`src/hdl/rwoa_pkg.sv`:
```
// Package for the random walk obstacle avoider.
// Holds scan geometry constants, register indexes and the item opcodes.
// No dependencies.
package rwoa_pkg;

  localparam int MAX_SCAN   = 1024;
  localparam int RANGE_BITS = 16;
  localparam int POS_W      = $clog2(MAX_SCAN);
  localparam int SCAN_W     = POS_W + 1;

  localparam int TIMER_W    = 16;
  localparam int SPEED_W    = 11;
  localparam int TURN_W     = 8;
  localparam int ATURN_W    = 7;
  localparam int SPC_W      = 11;
  localparam int CFG_IDX_W  = 3;
  localparam int CFG_DATA_W = 16;

  localparam int RND_W      = 16;
  localparam int RND_MOD    = 41;
  localparam int RND_BIAS   = 20;
  localparam int RND_SHIFT  = 22;
  localparam int RND_RECIP  = (1 << RND_SHIFT) / RND_MOD + 1;
  localparam int RND_MUL_W  = 17;
  localparam int RMOD_W     = 6;

  typedef enum logic [CFG_IDX_W-1:0] {
    REG_OBSTACLE_DIST = 3'd0,
    REG_AVOID_TIME    = 3'd1,
    REG_COURSE_CHANGE = 3'd2,
    REG_CRUISE_SPEED  = 3'd3,
    REG_AVOID_SPEED   = 3'd4,
    REG_AVOID_TURN    = 3'd5,
    REG_SAMPLES_SCAN  = 3'd6
  } reg_idx_t;

  typedef enum logic {
    OP_SAMPLE = 1'b0,
    OP_TICK   = 1'b1
  } opcode_t;

endpackage

```
`src/hdl/random_walk_obstacle_avoider.sv`:
```
// Random walk obstacle avoider: one speed and turn command per range scan.
// Depends on rwoa_pkg.
//
// Usage:
//   in_*  : one item per handshake. in_tuser is the opcode (sample or
//           one millisecond tick); in_tdata carries range and random draw.
//   out_* : one command item at the end of each scan (speed and turn).
//   cfg_* : register writes, by the user only while the block is idle; unenforced.
// Path: an item is captured in the input register and processed from there
//   once the processing stage moves; the command of the last sample of a scan
//   is then loaded into the output register.
// Throughput: one item per cycle. Only a scan end that meets a full output
//   register whose item is not taken holds the processing stage, and with
//   it in_tready; samples and ticks that give no command always move on.
// Reset: rst_n clears the scan, the timers, the modes and both stages, and
//   loads the registers with their default values.
// Stall: while out_tready is low the command holds in the output register;
//   samples and ticks keep moving, the next scan end waits in the input
//   register and in_tready drops until the command is taken.
// The random draw is reduced modulo 41 before the input register by a
//   reciprocal multiplication.
module random_walk_obstacle_avoider
  import rwoa_pkg::*;
(
  input  logic                  clk,
  input  logic                  rst_n,
  input  logic                  in_tvalid,
  output logic                  in_tready,
  input  logic [31:0]           in_tdata,  // range_mm [15:0], random_value [31:16]
  input  logic                  in_tuser,  // opcode [0]
  output logic                  out_tvalid,
  input  logic                  out_tready,
  output logic [23:0]           out_tdata, // speed_mms [10:0], turn_deg [18:11]
  input  logic                  cfg_we,
  input  logic [CFG_IDX_W-1:0]  cfg_index,
  input  logic [CFG_DATA_W-1:0] cfg_data
);

  // configuration
  logic [15:0]         obst_dist_r;
  logic [TIMER_W-1:0]  avoid_time_r;
  logic [TIMER_W-1:0]  course_chg_r;
  logic [SPEED_W-1:0]  cruise_spd_r;
  logic [SPEED_W-1:0]  avoid_spd_r;
  logic [ATURN_W-1:0]  avoid_turn_r;
  logic [SPC_W-1:0]    spc_r;

  always_ff @(posedge clk) begin
    if (!rst_n) begin
      obst_dist_r  <= 16'd750;
      avoid_time_r <= TIMER_W'(1500);
      course_chg_r <= TIMER_W'(2000);
      cruise_spd_r <= SPEED_W'(200);
      avoid_spd_r  <= SPEED_W'(-50);
      avoid_turn_r <= ATURN_W'(40);
      spc_r        <= SPC_W'(361);
    end else if (cfg_we) begin
      case (cfg_index)
        REG_OBSTACLE_DIST: obst_dist_r  <= cfg_data;
        REG_AVOID_TIME:    avoid_time_r <= cfg_data;
        REG_COURSE_CHANGE: course_chg_r <= cfg_data;
        REG_CRUISE_SPEED:  cruise_spd_r <= cfg_data[SPEED_W-1:0];
        REG_AVOID_SPEED:   avoid_spd_r  <= cfg_data[SPEED_W-1:0];
        REG_AVOID_TURN:    avoid_turn_r <= cfg_data[ATURN_W-1:0];
        REG_SAMPLES_SCAN:  spc_r        <= cfg_data[SPC_W-1:0];
        default: ;
      endcase
    end
  end

  // random draw modulo 41
  logic [RND_W-1:0]             rnd_in;
  logic [RND_W+RND_MUL_W-1:0]   rnd_prod;
  logic [RND_W-1:0]             rnd_quot;
  logic [RND_W-1:0]             rnd_rem;
  logic [RMOD_W-1:0]            rnd_mod;

  assign rnd_in   = in_tdata[31:16];
  assign rnd_prod = (RND_W+RND_MUL_W)'(rnd_in) * (RND_W+RND_MUL_W)'(RND_RECIP);
  assign rnd_quot = RND_W'(rnd_prod >> RND_SHIFT);
  assign rnd_rem  = rnd_in - RND_W'(rnd_quot * RND_W'(RND_MOD));
  assign rnd_mod  = rnd_rem[RMOD_W-1:0];

  // input register
  logic                  stg_valid_r;
  logic                  stg_op_r;
  logic [RANGE_BITS-1:0] stg_range_r;
  logic [RMOD_W-1:0]     stg_rmod_r;
  logic                  stg_go;
  logic                  stg_end;

  assign stg_go    = stg_valid_r && (!stg_end || !out_tvalid || out_tready);
  assign in_tready = !stg_valid_r || stg_go;

  always_ff @(posedge clk) begin
    if (!rst_n) begin
      stg_valid_r <= 1'b0;
    end else if (in_tready) begin
      stg_valid_r <= in_tvalid;
    end
  end

  always_ff @(posedge clk) begin
    if (in_tvalid && in_tready) begin
      stg_op_r    <= in_tuser;
      stg_range_r <= in_tdata[RANGE_BITS-1:0];
      stg_rmod_r  <= rnd_mod;
    end
  end

  // scan and mode state
  logic [POS_W-1:0]      pos_r,   pos_nxt;
  logic                  obst_r,  obst_nxt;
  logic [RANGE_BITS-1:0] lmin_r,  lmin_nxt;
  logic [RANGE_BITS-1:0] rmin_r,  rmin_nxt;
  logic                  avoid_r, avoid_nxt;
  logic                  tleft_r, tleft_nxt;
  logic                  force_r, force_nxt;
  logic [TIMER_W-1:0]    av_el_r, av_el_nxt;
  logic [TIMER_W-1:0]    co_el_r, co_el_nxt;

  logic [SCAN_W-1:0]         n_eff;
  logic [SCAN_W-1:0]         pos_ext;
  logic                      av_cond;
  logic                      scan_obst;
  logic [RANGE_BITS-1:0]     scan_lmin;
  logic [RANGE_BITS-1:0]     scan_rmin;
  logic                      cur_tleft;
  logic [TIMER_W-1:0]        cur_av_el;
  logic signed [SPEED_W-1:0] res_speed;
  logic signed [TURN_W-1:0]  res_turn;
  logic [TURN_W-1:0]         aturn_ext;

  always_comb begin
    if (int'(spc_r) < 2) begin
      n_eff = SCAN_W'(2);
    end else if (int'(spc_r) > MAX_SCAN) begin
      n_eff = SCAN_W'(MAX_SCAN);
    end else begin
      n_eff = SCAN_W'(spc_r);
    end
    pos_ext   = {1'b0, pos_r};
    stg_end   = (stg_op_r == OP_SAMPLE) && ((pos_ext + SCAN_W'(1)) >= n_eff);
    aturn_ext = {1'b0, avoid_turn_r};

    scan_obst = obst_r || (stg_range_r < obst_dist_r[RANGE_BITS-1:0]);
    scan_lmin = lmin_r;
    scan_rmin = rmin_r;
    if (pos_ext < (n_eff >> 1)) begin
      if (stg_range_r < rmin_r) begin
        scan_rmin = stg_range_r;
      end
    end else if (stg_range_r < lmin_r) begin
      scan_lmin = stg_range_r;
    end

    av_cond   = scan_obst || (av_el_r < avoid_time_r);
    cur_tleft = avoid_r ? tleft_r : (scan_rmin < scan_lmin);
    cur_av_el = avoid_r ? av_el_r : '0;

    pos_nxt   = pos_r;
    obst_nxt  = obst_r;
    lmin_nxt  = lmin_r;
    rmin_nxt  = rmin_r;
    avoid_nxt = avoid_r;
    tleft_nxt = tleft_r;
    force_nxt = force_r;
    av_el_nxt = av_el_r;
    co_el_nxt = co_el_r;
    res_speed = $signed(cruise_spd_r);
    res_turn  = '0;

    if (stg_op_r == OP_TICK) begin
      if (av_el_r != '1) av_el_nxt = av_el_r + TIMER_W'(1);
      if (co_el_r != '1) co_el_nxt = co_el_r + TIMER_W'(1);
    end else if (!stg_end) begin
      pos_nxt  = pos_r + POS_W'(1);
      obst_nxt = scan_obst;
      lmin_nxt = scan_lmin;
      rmin_nxt = scan_rmin;
    end else begin
      pos_nxt  = '0;
      obst_nxt = 1'b0;
      lmin_nxt = '1;
      rmin_nxt = '1;
      if (av_cond) begin
        tleft_nxt = cur_tleft;
        av_el_nxt = cur_av_el;
        avoid_nxt = 1'b1;
        res_speed = $signed(avoid_spd_r);
        res_turn  = cur_tleft ? $signed(aturn_ext) : $signed(TURN_W'(-aturn_ext));
        if (cur_av_el >= avoid_time_r) begin
          avoid_nxt = 1'b0;
          force_nxt = 1'b1;
        end
      end else if (force_r || (co_el_r >= course_chg_r)) begin
        res_turn  = $signed(TURN_W'(stg_rmod_r) - TURN_W'(RND_BIAS));
        force_nxt = 1'b0;
        co_el_nxt = '0;
      end
    end
  end

  always_ff @(posedge clk) begin
    if (!rst_n) begin
      pos_r   <= '0;
      obst_r  <= 1'b0;
      lmin_r  <= '1;
      rmin_r  <= '1;
      avoid_r <= 1'b0;
      tleft_r <= 1'b0;
      force_r <= 1'b0;
      av_el_r <= '0;
      co_el_r <= '0;
    end else if (stg_go) begin
      pos_r   <= pos_nxt;
      obst_r  <= obst_nxt;
      lmin_r  <= lmin_nxt;
      rmin_r  <= rmin_nxt;
      avoid_r <= avoid_nxt;
      tleft_r <= tleft_nxt;
      force_r <= force_nxt;
      av_el_r <= av_el_nxt;
      co_el_r <= co_el_nxt;
    end
  end

  // output register
  logic                      out_valid_r;
  logic signed [SPEED_W-1:0] out_speed_r;
  logic signed [TURN_W-1:0]  out_turn_r;

  always_ff @(posedge clk) begin
    if (!rst_n) begin
      out_valid_r <= 1'b0;
    end else if (stg_go && stg_end) begin
      out_valid_r <= 1'b1;
    end else if (out_tready) begin
      out_valid_r <= 1'b0;
    end
  end

  always_ff @(posedge clk) begin
    if (stg_go && stg_end) begin
      out_speed_r <= res_speed;
      out_turn_r  <= res_turn;
    end
  end

  assign out_tvalid = out_valid_r;
  assign out_tdata  = {5'b0, out_turn_r, out_speed_r};

  a_cmd_from_scan_end: assert property (@(posedge clk) disable iff (!rst_n)
    $rose(out_valid_r) |-> $past(stg_valid_r && stg_op_r == OP_SAMPLE))
    else $error("command without a scan end");

  a_cruise_turn_range: assert property (@(posedge clk) disable iff (!rst_n)
    (stg_go && stg_end && !av_cond) |=>
      (out_turn_r >= -TURN_W'(RND_BIAS) && out_turn_r <= TURN_W'(RND_BIAS)))
    else $error("cruise turn out of range");

  a_avoid_timer: assert property (@(posedge clk) disable iff (!rst_n)
    $past(rst_n) |-> (av_el_r >= $past(av_el_r) || av_el_r == '0))
    else $error("avoid timer moved backward");

  a_tick_no_scan: assert property (@(posedge clk) disable iff (!rst_n)
    (stg_go && stg_op_r == OP_TICK) |=> $stable(pos_r) && $stable(lmin_r))
    else $error("tick changed scan state");

endmodule
```
`config.mk`:
```
export PLATFORM = sky130hd
export DESIGN_NAME = random_walk_obstacle_avoider
export DESIGN_NICKNAME = d
export VERILOG_FILES = /design/src/hdl/rwoa_pkg.sv /design/src/hdl/random_walk_obstacle_avoider.sv
export SDC_FILE = /design/constraint.sdc
export NUM_CORES = 1
export LEC_CHECK = 0
export BUFFER_PORTS_ARGS = -buffer_cell sky130_fd_sc_hd__buf_2
export CAP_MARGIN = 20
export CORE_UTILIZATION = 30
export CTS_BUF_LIST = sky130_fd_sc_hd__clkbuf_8
export DETAILED_ROUTE_END_ITERATION = 8
export PLACE_DENSITY = 0.56
export SLEW_MARGIN = 25
export SYNTH_ARGS = -nofsm -noshare
export SYNTH_HDL_FRONTEND = slang
export SYNTH_SLANG_ARGS = --single-unit
export TNS_END_PERCENT = 20
```
`constraint.sdc`:
```
create_clock -name clk -period 13.85 [get_ports clk]
set_input_delay 2.0775 -clock clk [delete_from_list [all_inputs] [get_ports clk]]
set_output_delay 2.0775 -clock clk [all_outputs]
set_load 0.03 [all_outputs]
```
# After elaboration in Yosys (flattened, before gate mapping)
# Index checks and enable logic that the tools add are counted.
# classes
addsub,7
multipliers,2
order_cmp,11
n_eq_ne,12
muxes,33
bitwise,2
reduce_logical,32
# op_table
operator,count
$mux 16,16
$lt 16x16->1,5
$mux 11,5
$mul 16x17->33 const B,1
$add 16x1->16 const B,2
$ge 16x16->1,2
$ne 16x16->1 const B,2
$mux 8,3
$reduce_and 2->1,8
$add 10x1->11 const B,1
$ge 11x11->1,1
$gt 11x11->1 const B,1
$lt 11x2->1 const B,1
$mul 11x6->6 const B,1
$add 10x1->10 const B,1
$lt 10x10->1,1
$mux 10,1
$reduce_and 5->1,2
$reduce_bool 2->1,5
$eq 3x3->1 const B,3
$mux 1,8
$neg 7->8,1
$reduce_and 4->1,2
$sub 6x5->7 const B,1
other kinds (11),25
# word_totals
ff_bits,210
inputBits,57
output_inout_bits,26

# Logic depth before layout (Yosys ltp)
# depth
word_depth,11
ltp_mapped,32

# Worst setup path after synthesis
# Ideal clock, no wire load.
# synth_path
kind,input to register
from,input port in_tdata[20]
to,"register stg_rmod_r[5], data pin"
setup_ns,0.260
t_arrival_ns,8.636
required_ns,13.590
setup_slack_ns,4.955
cell_stages,29
cell_sequence,fa_1 -> xor2_1 -> ha_1 -> fa_1 -> fa_1 -> fa_1 -> inv_1 -> fa_1 -> inv_1 -> ha_1 -> a211o_1 -> a21oi_1 -> o221ai_1 -> a31oi_1 -> o21ai_1 -> a21oi_2 -> o21bai_1 -> nand2_1 -> a21oi_1 -> ha_1 -> ha_1 -> ha_1 -> inv_1 -> ha_1 -> a21oi_1 -> xnor2_1 -> xnor2_1 -> xnor2_1 -> xnor2_1
# synth_via
elab_chain_len,3
# synth_lines
element,line,rtl
"start, declared",random_walk_obstacle_avoider.sv:29,"input logic [31:0] in_tdata,"
$mul 16x17->33,random_walk_obstacle_avoider.sv:79,assign rnd_prod = (RND_W+RND_MUL_W)'(rnd_in) * (RND_W+RND_MUL_W)'(RND_RECIP);
$mul 11x6->6,random_walk_obstacle_avoider.sv:81,assign rnd_rem = rnd_in - RND_W'(rnd_quot * RND_W'(RND_MOD));
$sub 6x6->6 (*),random_walk_obstacle_avoider.sv:81,
net rnd_rem[5],random_walk_obstacle_avoider.sv:75,logic [RND_W-1:0] rnd_rem;
"end signal, assigned",random_walk_obstacle_avoider.sv:107,stg_rmod_r <= rnd_mod;
"end, declared",random_walk_obstacle_avoider.sv:88,logic [RMOD_W-1:0] stg_rmod_r;
# The timed path passes the listed nets; every way through them passes the cells marked *.
# A chain may end at the register's enable or synchronous reset.

# Worst setup path in the final report
# Same ends and word-level chain as after synthesis.

==> impl_metrics.ini <==
[min_path]
hold_path.class = reg2reg

[logic_synthesis]
synth_top_area_share_pct = 20.1
synth_edf_count = 42
synth_common_cells = nand2_1 (277), inv_1 (266), ha_1 (260)
synth_warnings = 0
ys_seq_area_share_pct = 27.7
synth-main-ff-cell = dfxtp_1
syn_area_per_cell_um2 = 8.86
ys_seq_elements = 210
yosys-top-cells-area = dfxtp_1 (20%), ha_1 (19%), fa_1 (11%), edfxtp_1 (7.5%), nand2_1 (6.2%)
synth.distinct_cells = 67
syn-instance-count = 1885
async_flop_share_pct = 0
synth.cell_area_um2 = 16700
synth_largest_area_cell = dfxtp_1
yosysMostFrequentCell = nand2_1

[drt]
drc = 0
dr_total_vias = 13182
drtAntennaViolNets = 0
drt-total-wl_um = 44300
via_per_inst = 4.83
drtIter0Drc = 640
routedWlPerCell_um = 16.2
first_pass_iters = 5

[job]
cap_violations = 0

[setup_path]
path_class = in2reg
r2r_cells = 21
critical_path.endpoint = stg_rmod_r[5]$_DFFE_PP_
end_kind = flop
crit_cells = 29
crit_family = adder cells
crit_fanout = 7
critPathArrivalTime_ns = 9.32
cpPeakStageDelay_ns = 0.65
crit_start = in_tdata[20]
r2r_slack_ns = 7.44
r2r_end = out_turn_r[2]$_SDFFCE_PP0P_
r2r_start = spc_r[6]$_SDFFE_PN1P_
cp-start-kind = input pin
critPathRequiredTime_ns = 14.14
path_buf_inv = 4
cp_slowest_cell = fa_1

[power]
cellLeakagePower_uw = 0.00880
p_total_uw = 4370
p_per_area_nw_per_um2 = 233
irDropWorstVdd_uv = 527

[place]
dp_hpwl_um = 34100
portBuffers = 77
place_inst = 2662
gp_congestion = 0.901

[sta]
worst_pin_slew_ns = 1.02
finalSetupViolations = 0
fmax_mhz = 111
tns_ns = 0
slew_violations = 0
rsz0062_at_grt = no
min_period_ns = 9.03
fin_worst_skew_ns = 0.0357
slew_headroom_pct = 31.9
fin_crit_sh_pct = 65.2
hold-worst-slack_ns = 0.463
hold_viol = 0

[die]
start_util_pct = 30.3
dieArea_um2 = 56600
die_h_um = 238
ios = 83
rows = 86
core_um2 = 55100
die_width_um = 238

[finish]
antenna_cells = 0
multi_input_area_um2 = 10900
syn_to_final_growth_pct = 12.0
fin_nets = 2362
fin_util_pct = 34.0
num-fill-cells = 5728
instances_no_fill = 2732
drive_gt1_share_pct = 9.12
regArea_um2 = 4620

[clock_network]
postCtsSetupBuffers = 0
cts.path.max_buffers = 3
hold_buffers = 0
numClockSinks = 210
htreeDepth = 2
cts_buffers = 40
clock_latency_ns = 0.56
cts_resized = 0
clkTransAtPathRegs_ns = 0.06
root_buffer = clkbuf_8
tritoncts = done

[global_route]
grt_pass1_wl_um = 70800
grt_pass1_vias = 13230
antenna_found_initial = 6
gr-total-overflow = 0
grt_usage_pct = 15.7
grt_max_degree = 108

[outcome]
status = complete, no violations
[routing by layer]
layer	vias up	wire length, um	GRT usage [%]	share of wire (%)
met2	229	21000	27.2	47
met3	74	1750	2.70	3.9
met4	12	1090	4.51	2.5
met5	-	80	0	0.18
li1	6596	-	-	-
met1	6271	20400	19.9	46
[cell type report]
cell class                 instances  share of cell area (%)
clock buffer                      51                    3.75
clock inverter                    19                   0.736
inverter                         266                    5.34
multi-input combinational       1353                    58.0
sequential                       210                    24.7
tap                              748                    5.00
timing repair buffer              85                    2.41
[registers in the layout, indices dropped and copies added (netlist names), 11 cells and up]
name,flops
out_speed_r,11
co_el_r,16
obst_dist_r,16
av_el_r,16
avoid_time_r,16
spc_r,11
lmin_r,16
avoid_spd_r,11
stg_range_r,16
course_chg_r,16
rmin_r,16
cruise_spd_r,11
[logic make-up (layout without fill, tap and decap cells)]
logic type,Yosys count,count (layout),share of synthesized area [%]
AND/OR/NAND/NOR,537,537,15.0
AO/OA/AOI/OAI,391,391,15.4
adder cells (fa/ha/maj),349,349,30.1
buffers and inverters,326,421,7.68
flip-flops,210,210,27.7
XOR/XNOR,36,36,1.89
multiplexers,35,35,2.19
other,1,5,0.0224
[worst min-delay path, cell delays in order, from the launching register on]
cell      delay (ns)
dfxtp_1         0.31
nand2_1         0.04
a21boi_0        0.06
[layout by cell type, fill, tap and decap left out, types with 6 or more instances in the layout]
master,count
buf_2,76
nor4_1,6
o21a_1,15
edfxtp_1,42
inv_1,276
o221a_2,7
xnor2_1,23
buf_4,8
o21ai_0,93
a21boi_0,59
o21ai_1,6
and3_1,16
nor3_1,12
and2_1,25
mux2i_1,23
a211o_1,7
mux2_2,12
ha_1,260
fa_1,89
and4_1,7
xor2_1,13
a21o_1,37
nand3_1,64
nand2_1,277
dfxtp_1,168
o211ai_1,25
a21oi_1,71
nand4_1,14
nor2_1,49
or3_1,14
clkbuf_8,51
nand2b_1,12
nor2b_1,16
o22ai_1,18
[power breakdown]
| group | total [uW] | internal (uW) | switching [uW] |
|---|---|---|---|
| Clock | 641 | 367 | 274 |
| Combinational | 2920 | 1430 | 1500 |
| Sequential | 805 | 786 | 18.5 |
[worst min path at each step]
stage / end / depth (start not counted) / start / slack (ns)
2_1_floorplan: avoid_spd_r[10]$_SDFFE_PN1P_ / 2 / avoid_spd_r[10]$_SDFFE_PN1P_ / 0.44
3_3_place_gp: avoid_spd_r[2]$_SDFFE_PN1P_ / 2 / avoid_spd_r[2]$_SDFFE_PN1P_ / 0.45
3_5_place_dp: avoid_spd_r[1]$_SDFFE_PN1P_ / 2 / avoid_spd_r[1]$_SDFFE_PN1P_ / 0.46
4_1_cts: cruise_spd_r[10]$_SDFFE_PN0P_ / 2 / cruise_spd_r[10]$_SDFFE_PN0P_ / 0.47
5_1_grt: avoid_time_r[12]$_SDFFE_PN0P_ / 2 / avoid_time_r[12]$_SDFFE_PN0P_ / 0.49
6_report: cruise_spd_r[10]$_SDFFE_PN0P_ / 2 / cruise_spd_r[10]$_SDFFE_PN0P_ / 0.46
[metrics by stage]
stage	setup slack, ns	area (um^2)
after floorplan	4.95	16700
after global placement	4.35	17900
after detailed placement	4.20	17900
after CTS	4.79	18700
after global routing	4.37	18700
final	4.82	18700
No activity file was read; power rests on OpenSTA's default activity.
